[src/timestamped_pose_interpolator_macros.svh]
// assertion helpers used by the pose interpolator datapath
`ifndef TIMESTAMPED_POSE_INTERPOLATOR_MACROS_SVH
`define TIMESTAMPED_POSE_INTERPOLATOR_MACROS_SVH

// property checked on every clock while out of reset
`define TPI_ASSERT(lbl, prop, msg) \
    lbl: assert property (@(posedge clk) disable iff (!rst_n) (prop)) else $error(msg);

// condition that must never be seen while out of reset
`define TPI_NEVER(lbl, cond, msg) \
    lbl: assert property (@(posedge clk) disable iff (!rst_n) !(cond)) else $error(msg);

`endif

[src/tpi_pkg.sv]
// ----------------------------------------------------------------------------
// tpi_pkg
// types, constants and helpers of the timestamped pose interpolator
// ----------------------------------------------------------------------------
package tpi_pkg;

    localparam int HISTORY_DEPTH = 64;
    localparam int SLOT_W        = $clog2(HISTORY_DEPTH);
    localparam int CNT_W         = $clog2(HISTORY_DEPTH + 1);

    localparam logic [15:0] EXTRAP_RESET = 16'd200;
    localparam logic        ACT_ADD      = 1'b0;

    localparam logic signed [17:0] DEG180 = 18'sd23040;
    localparam logic signed [17:0] DEG360 = 18'sd46080;

    localparam int DMAG_W    = 24;
    localparam int NUM_W     = 32;
    localparam int PROD_W    = DMAG_W + NUM_W;
    localparam int DIV_CNT_W = $clog2(PROD_W);

    typedef struct packed {
        logic signed [31:0] t;
        logic signed [23:0] x;
        logic signed [23:0] y;
        logic signed [15:0] h;
    } entry_t;

    localparam int ENTRY_W = $bits(entry_t);

    typedef enum logic [1:0] {
        RD_OLDEST,
        RD_K,
        RD_K1
    } rd_sel_t;

    typedef enum logic [1:0] {
        MODE_TRIV,
        MODE_INTERP,
        MODE_EXTRAP
    } mode_t;

    typedef struct packed {
        logic    capture;
        logic    do_add;
        rd_sel_t rd_sel;
        logic    cap_a;
        logic    cap_b;
        logic    set_b_newest;
        logic    k_init;
        logic    k_dec;
        logic    set_mode;
        mode_t   mode;
        logic    lane_load;
        logic    lane_mul;
        logic    lane_div;
        logic    res_add;
        logic    res_empty;
        logic    res_lane;
        logic    out_load;
    } cmd_t;

    typedef struct packed {
        logic is_add;
        logic empty;
        logic single;
        logic before_old;
        logic after_new;
        logic k_zero;
        logic a_after_t;
        logic out_free;
    } status_t;

    // heading into [-180,180) degrees in units of 1/128 degree, input within two turns of the range
    function automatic logic signed [15:0] wrap_deg(input logic signed [17:0] v);
        logic signed [17:0] r;
        r = v;
        if (r >= DEG180) r = r - DEG360;
        if (r >= DEG180) r = r - DEG360;
        if (r < -DEG180) r = r + DEG360;
        if (r < -DEG180) r = r + DEG360;
        return r[15:0];
    endfunction

    // shortest way round between two headings
    function automatic logic signed [24:0] short_diff(input logic signed [16:0] d);
        logic signed [24:0] r;
        r = {{8{d[16]}}, d};
        if (r >= DEG180) r = r - DEG360;
        else if (r <= -DEG180) r = r + DEG360;
        return r;
    endfunction

    function automatic logic signed [23:0] sat24(input logic signed [57:0] v);
        logic signed [23:0] r;
        if (v > 58'sd8388607) r = 24'sh7FFFFF;
        else if (v < -58'sd8388608) r = 24'sh800000;
        else r = v[23:0];
        return r;
    endfunction

endpackage

[src/tpi_ctrl.sv]
// ----------------------------------------------------------------------------
// tpi_ctrl
// sequencer for add, history walk, lane load and division steps
// ----------------------------------------------------------------------------
module tpi_ctrl (
    input  logic             clk,
    input  logic             rst_n,
    input  logic             in_valid,
    output logic             in_stall,
    input  tpi_pkg::status_t status,
    output tpi_pkg::cmd_t    cmd
);

    typedef enum logic [3:0] {
        S_IDLE,
        S_DISPATCH,
        S_OLD_WT,
        S_OLD_DEC,
        S_P_RD,
        S_P_WT,
        S_W_RD,
        S_W_WT,
        S_W_DEC,
        S_N_RD,
        S_N_WT,
        S_LOAD,
        S_MUL,
        S_DIV,
        S_RES,
        S_DONE
    } state_t;

    state_t                      state_reg;
    state_t                      state_next;
    logic [tpi_pkg::DIV_CNT_W-1:0] div_cnt_reg;
    logic [tpi_pkg::DIV_CNT_W-1:0] div_cnt_next;

    always_comb
    begin
        cmd          = '0;
        cmd.rd_sel   = tpi_pkg::RD_OLDEST;
        cmd.mode     = tpi_pkg::MODE_TRIV;
        state_next   = state_reg;
        div_cnt_next = div_cnt_reg;
        case (state_reg)
            S_IDLE:
            begin
                if (in_valid)
                begin
                    cmd.capture = 1'b1;
                    state_next  = S_DISPATCH;
                end
            end
            S_DISPATCH:
            begin
                if (status.is_add)
                begin
                    cmd.do_add  = 1'b1;
                    cmd.res_add = 1'b1;
                    state_next  = S_DONE;
                end
                else if (status.empty)
                begin
                    cmd.res_empty = 1'b1;
                    state_next    = S_DONE;
                end
                else
                begin
                    cmd.rd_sel = tpi_pkg::RD_OLDEST;
                    state_next = S_OLD_WT;
                end
            end
            S_OLD_WT:
            begin
                cmd.cap_a  = 1'b1;
                state_next = S_OLD_DEC;
            end
            S_OLD_DEC:
            begin
                cmd.set_mode = 1'b1;
                if (status.single || status.before_old)
                begin
                    cmd.mode   = tpi_pkg::MODE_TRIV;
                    state_next = S_LOAD;
                end
                else if (status.after_new)
                begin
                    cmd.mode         = tpi_pkg::MODE_EXTRAP;
                    cmd.set_b_newest = 1'b1;
                    cmd.k_init       = 1'b1;
                    state_next       = S_P_RD;
                end
                else
                begin
                    cmd.mode   = tpi_pkg::MODE_INTERP;
                    cmd.k_init = 1'b1;
                    state_next = S_W_RD;
                end
            end
            S_P_RD:
            begin
                cmd.rd_sel = tpi_pkg::RD_K;
                state_next = S_P_WT;
            end
            S_P_WT:
            begin
                cmd.cap_a  = 1'b1;
                state_next = S_LOAD;
            end
            S_W_RD:
            begin
                cmd.rd_sel = tpi_pkg::RD_K;
                state_next = S_W_WT;
            end
            S_W_WT:
            begin
                cmd.cap_a  = 1'b1;
                state_next = S_W_DEC;
            end
            S_W_DEC:
            begin
                // step back until the entry is not later than the query time or k reaches zero
                if (!status.k_zero && status.a_after_t)
                begin
                    cmd.k_dec  = 1'b1;
                    state_next = S_W_RD;
                end
                else
                begin
                    state_next = S_N_RD;
                end
            end
            S_N_RD:
            begin
                cmd.rd_sel = tpi_pkg::RD_K1;
                state_next = S_N_WT;
            end
            S_N_WT:
            begin
                cmd.cap_b  = 1'b1;
                state_next = S_LOAD;
            end
            S_LOAD:
            begin
                cmd.lane_load = 1'b1;
                state_next    = S_MUL;
            end
            S_MUL:
            begin
                cmd.lane_mul = 1'b1;
                div_cnt_next = '0;
                state_next   = S_DIV;
            end
            S_DIV:
            begin
                cmd.lane_div = 1'b1;
                div_cnt_next = div_cnt_reg + 1'b1;
                if (div_cnt_reg == tpi_pkg::DIV_CNT_W'(tpi_pkg::PROD_W - 1))
                begin
                    state_next = S_RES;
                end
            end
            S_RES:
            begin
                cmd.res_lane = 1'b1;
                state_next   = S_DONE;
            end
            S_DONE:
            begin
                if (status.out_free)
                begin
                    cmd.out_load = 1'b1;
                    state_next   = S_IDLE;
                end
            end
            default:
            begin
                state_next = S_IDLE;
            end
        endcase
    end

    always_ff @(posedge clk or negedge rst_n)
    begin
        if (!rst_n)
        begin
            state_reg   <= S_IDLE;
            div_cnt_reg <= '0;
        end
        else
        begin
            state_reg   <= state_next;
            div_cnt_reg <= div_cnt_next;
        end
    end

    assign in_stall = (state_reg != S_IDLE);

endmodule

[config.mk]
export PLATFORM = sky130hd
export DESIGN_NAME = tpi_ctrl
export DESIGN_NICKNAME = d
export VERILOG_FILES = /design/src/timestamped_pose_interpolator_macros.svh /design/src/tpi_pkg.sv /design/src/tpi_ctrl.sv
export SDC_FILE = /design/constraint.sdc
export NUM_CORES = 1
export LEC_CHECK = 0
export BUFFER_PORTS_ARGS = -buffer_cell sky130_fd_sc_hd__buf_2
export CORE_AREA = 2 2 47 49
export DETAILED_ROUTE_END_ITERATION = 7
export DIE_AREA = 0 0 49 51
export MAX_ROUTING_LAYER = met4
export PLACE_DENSITY = 0.78
export RECOVER_POWER = 25
export SKIP_LAST_GASP = 1
export SLEW_MARGIN = 25
export SYNTH_ARGS = -nofsm -noshare
export SYNTH_HDL_FRONTEND = slang
export SYNTH_SLANG_ARGS = --single-unit
[constraint.sdc]
create_clock -name clk -period 1.5 [get_ports clk]
set_clock_uncertainty 0.15 [all_clocks]
set_input_delay 0.075 -clock clk [delete_from_list [all_inputs] [get_ports clk]]
set_output_delay 0.075 -clock clk [all_outputs]
set_load 0.02 [all_outputs]
After elaboration in Yosys (flattened, before gate mapping):

Cells that the tools add are included.

* mux-type cells: 34
* reduce and logical (&&, ||, !) cells: 10
* equal/unequal tests: 19
* add/sub/neg operators: 1

Operators by type and width (number)
* $pmux 4 s15: 1
* $eq 4x4->1 const B: 8
* $mux 4: 7
* $mux 1: 17
* $eq 4x3->1 const B: 4
* $mux 2: 6
* $pmux 6 s2: 1
* $eq 4x2->1 const B: 2
* $add 6x1->6 const B: 1
* $eq 6x6->1 const B: 1
* $ne 2x2->1 const B: 3
* $eq 4x1->1 const B: 1
* $logic_not 4->1: 1
* $pmux 2 s2: 1
* $reduce_bool 4->1: 1
* $reduce_or 2->1: 2
* $mux 3: 1
* $reduce_and 3->1: 1
* $reduce_or 3->1: 1
* $reduce_bool 2->1: 1
* $logic_and 1x1->1: 1
* $logic_not 1->1: 1
* $logic_or 1x1->1: 1

* output and inout port bits: 20
* register bits: 10

Longest topological paths before layout:

* depth in word-level cells: 4
* mapped depth: 5

Worst setup path before layout:

OpenSTA, ideal clock, no wires.

* path type: register -> output
* start point: register state_reg[2]
* end point: output cmd[7] in the netlist's numbering
* slack: -0.401 ns
* required time: 1.275 ns
* stages on the path, launching flop included: 5
* arrival time: 1.676 ns
* cell sequence: dfrtp_1 > buf_4 > nor3_2 > and2_1 > nor2b_1

RTL lines
* from (decl): line tpi_ctrl.sv:33 `state_t state_reg;`
* from (signal assigned): line tpi_ctrl.sv:192 `state_reg <= state_next;`
* to (decl): line tpi_ctrl.sv:11 `output tpi_pkg::cmd_t cmd`

==> flow_summary.json <==
{
  "status": "complete, but fails checks",
  "violations": "negative setup slack",
  "cpPeakStageDelay_ns": 0.50,
  "synth-compound-area-share_pct": 18.8,
  "crit_required_ns": 1.27,
  "grt_start_max_net_pins": 11,
  "die_w_um": 49,
  "fp.dieH_um": 51,
  "cts-htree-levels": 1,
  "crit_slowest_cell": "dfrtp_2",
  "ys_types": 37,
  "largest_reg_flops": 6,
  "area_growth_pct": 93.9,
  "p_int_uw": 1660,
  "io_buffers": 30,
  "totalWireLength_um": 3180,
  "final.fill_count": 140,
  "finalPower_uw": 3090,
  "drv_slew": 0,
  "fin_crit_ns": 1.77,
  "crit_chain": "nor4b_4 > and3b_1 > buf_4",
  "maxCapViolCount": 0,
  "switching_power_uw": 1440,
  "p_seq_share_pct": 18.4,
  "fmaxAchievable_mhz": 566,
  "fin_ws_ns": -0.268,
  "syn_inst": 94,
  "drive_above_1_share_pct": 61.6,
  "grt_pass1_wl_um": 4510,
  "gp_congestion": 0.871,
  "diodes": 0,
  "clockBufferDepth": 2,
  "grt_pass1_vias": 946,
  "synth_xor_area_share_pct": 2.25,
  "hold_class": "input port to flop",
  "placedCellCount": 157,
  "drc_errors": 0,
  "yosysWarnings": 0,
  "grt_overflow_total": 0,
  "gr-usage-all-layers_pct": 24.5,
  "pwr_density_cell_nw_per_um2": 2050,
  "start_util_pct": 37.7,
  "synth_fa_ha_area_share_pct": 1.61,
  "clock-root-buffer": "clkbuf_4",
  "drtIter0Drc": 16,
  "placementRows": 17,
  "ant_nets": 0,
  "clkPwrFrac_pct": 8.3,
  "synthSimpleGateAreaFrac_pct": 38.6,
  "via_count": 995,
  "rsz0062_at_grt": "true",
  "post_drt_wl_per_cell_um": 17.7,
  "swShare_pct": 46.4,
  "clock_sinks": 10,
  "peakVddDrop_mv": 1.61,
  "via_per_inst": 5.56,
  "synth_top_family_by_area": "simple AND/OR/NAND/NOR gates",
  "worstSetupPathType": "flop to primary output",
  "cp_max_fo": 7,
  "boundaryPins": 31,
  "coreArea_um2": 2060,
  "fin_crit_sh_pct": 118,
  "cp.arrival_ns": 1.54,
  "worst_skew_pair.late_latency_ns": 0.28,
  "syn_nets": 106,
  "die-area_um2": 2500,
  "cp-end-kind": "primary output",
  "hpwl_um": 1670,
  "setup_viol": 27,
  "first_pass_iters": 4,
  "synth.avg_cell_area_um2": 8.27,
  "comb_power_share_pct": 73.3,
  "instances_no_fill": 179,
  "tns_ns": -3.71,
  "finalHoldViolCount": 0,
  "worst_pin_slew_ns": 0.579,
  "ys_seq_area_share_pct": 32.2,
  "ys_ff_latch": 10,
  "cts_tree": "done",
  "slew-limit-headroom_pct": 61.4,
  "cts_made_buffers": 3,
  "syn_area_um2": 777,
  "start_kind": "flop",
  "path_clk_slew_ns": 0.08,
  "p_leak_uw": 0.000678,
  "nets": 164,
  "synth_mux_area_share_pct": 0,
  "antenna_found_initial": 0
}
power by group through the flow:
stage	Sequential, uW	Combinational (uW)	Clock [uW]
2_1_floorplan	469	897	0
3_3_place_gp	542	1190	0
3_5_place_dp	548	1220	0
4_1_cts	546	1870	247
5_1_grt	580	2390	268
6_report	569	2270	255
cells in the final DEF, fill, tap and decap left out, types with 3 or more instances in the layout:
cell           count
a21oi_1            4
buf_2             12
buf_4             20
buf_6             22
clkbuf_4           3
dfrtp_1            7
dfrtp_2            3
dlygate4sd3_1      3
nand2_1            5
nand2b_4           3
nand4_1            3
nor2_1             7
nor2_4             6
o21ai_0            3
o21ai_1            4
Yosys cell counts (all sizes together):
| master | number | area (um^2) |
|---|---|---|
| o21ai | 9 | 48.8 |
| nor2 | 15 | 56.3 |
| or2 | 1 | 6.26 |
| buf | 5 | 38.8 |
| nand3b | 2 | 15.0 |
| o311ai | 1 | 8.76 |
| and3 | 3 | 18.8 |
| xor2 | 2 | 17.5 |
| and2 | 3 | 18.8 |
| a21boi | 1 | 7.51 |
| nand4 | 3 | 18.8 |
| nand2b | 4 | 25.0 |
| nand4bb | 1 | 11.3 |
| dfrtp | 10 | 250 |
| nand2 | 9 | 41.3 |
| o211ai | 2 | 15.0 |
| ha | 1 | 12.5 |
| clkbuf | 1 | 3.75 |
| a31oi | 1 | 12.5 |
| nand4b | 1 | 8.76 |
| nor2b | 1 | 6.26 |
| o311a | 1 | 21.3 |
| nor3 | 3 | 20.0 |
| inv | 2 | 7.50 |
| and3b | 2 | 17.5 |
| nor4b | 1 | 15.0 |
| nor4 | 1 | 6.26 |
| a21oi | 5 | 25.0 |
| nor3b | 2 | 15.0 |
| o31ai | 1 | 7.51 |
kinds of logic after synthesis:
kind of cell               Yosys count
and+or+nand+nor                     52
AOI/OAI and AO/OA                   21
adders and majority gates            1
buffers and inverters                8
xor gates and xnor gates             2
DFF                                 10
worst max-delay path, delay by kind of cell (launching register included):
kind | cells | cell delay (ns)
simple gates | 2 | 0.61
flops | 1 | 0.50
buf+inv | 1 | 0.14
final timing paths:
check                                     from             end  slack, ns  cells after the start
worst max register to register    state_reg[2]    state_reg[3]      -0.22                      7
worst max-delay path              state_reg[3]          cmd[2]      -0.27                      3
worst min register to register  div_cnt_reg[2]  div_cnt_reg[2]       0.39                      1
min in group asynchronous                rst_n    state_reg[1]       0.15                      2
max in group asynchronous                rst_n    state_reg[3]       0.64                      2
worst min-delay path                 status[7]    state_reg[2]       0.11                      4
what timing repair did:
item | in CTS | in global routing
pin swaps | 6 | 4
hold buffers | 3 | 0
endpoints found under the setup margin | 23 | 30
hold endpoints to repair | 12 | 0
gates resized for setup | 52 | 28
setup buffers | 13 | 3
final cells by class:
cell class | count | area [um^2] | share of cell area (%)
Multi-Input combinational cell | 76 | 667 | 44.3
Sequential cell | 10 | 254 | 16.9
Tap cell | 28 | 35.0 | 2.33
Inverter | 2 | 7.51 | 0.498
Clock buffer | 4 | 36.3 | 2.41
Timing Repair Buffer | 59 | 507 | 33.6
per-layer routing:
layer  up-vias  part of all wire, %  track usage [%]
li1        450                    -                -
met1       489                   37             24.1
met2        44                   57             49.3
met3        12                  3.4             4.39
met4         0                  2.5             6.67
met5         -                    0                -
per-stage QoR:
step | hold slack (ns) | setup WS, ns | instance area, um^2 | utilization (%)
floorplan | -0.371 | -0.0645 | 817 | -
global placement | -0.204 | -0.0208 | 1030 | 50.2
detailed placement | -0.201 | -0.110 | 1030 | 50.2
CTS | 0.0420 | -0.200 | 1390 | 67.2
global route | 0.116 | -0.309 | 1510 | 73.0
finish | 0.107 | -0.268 | 1510 | 73.0
Note: power is estimated with default switching activity, not from simulation.
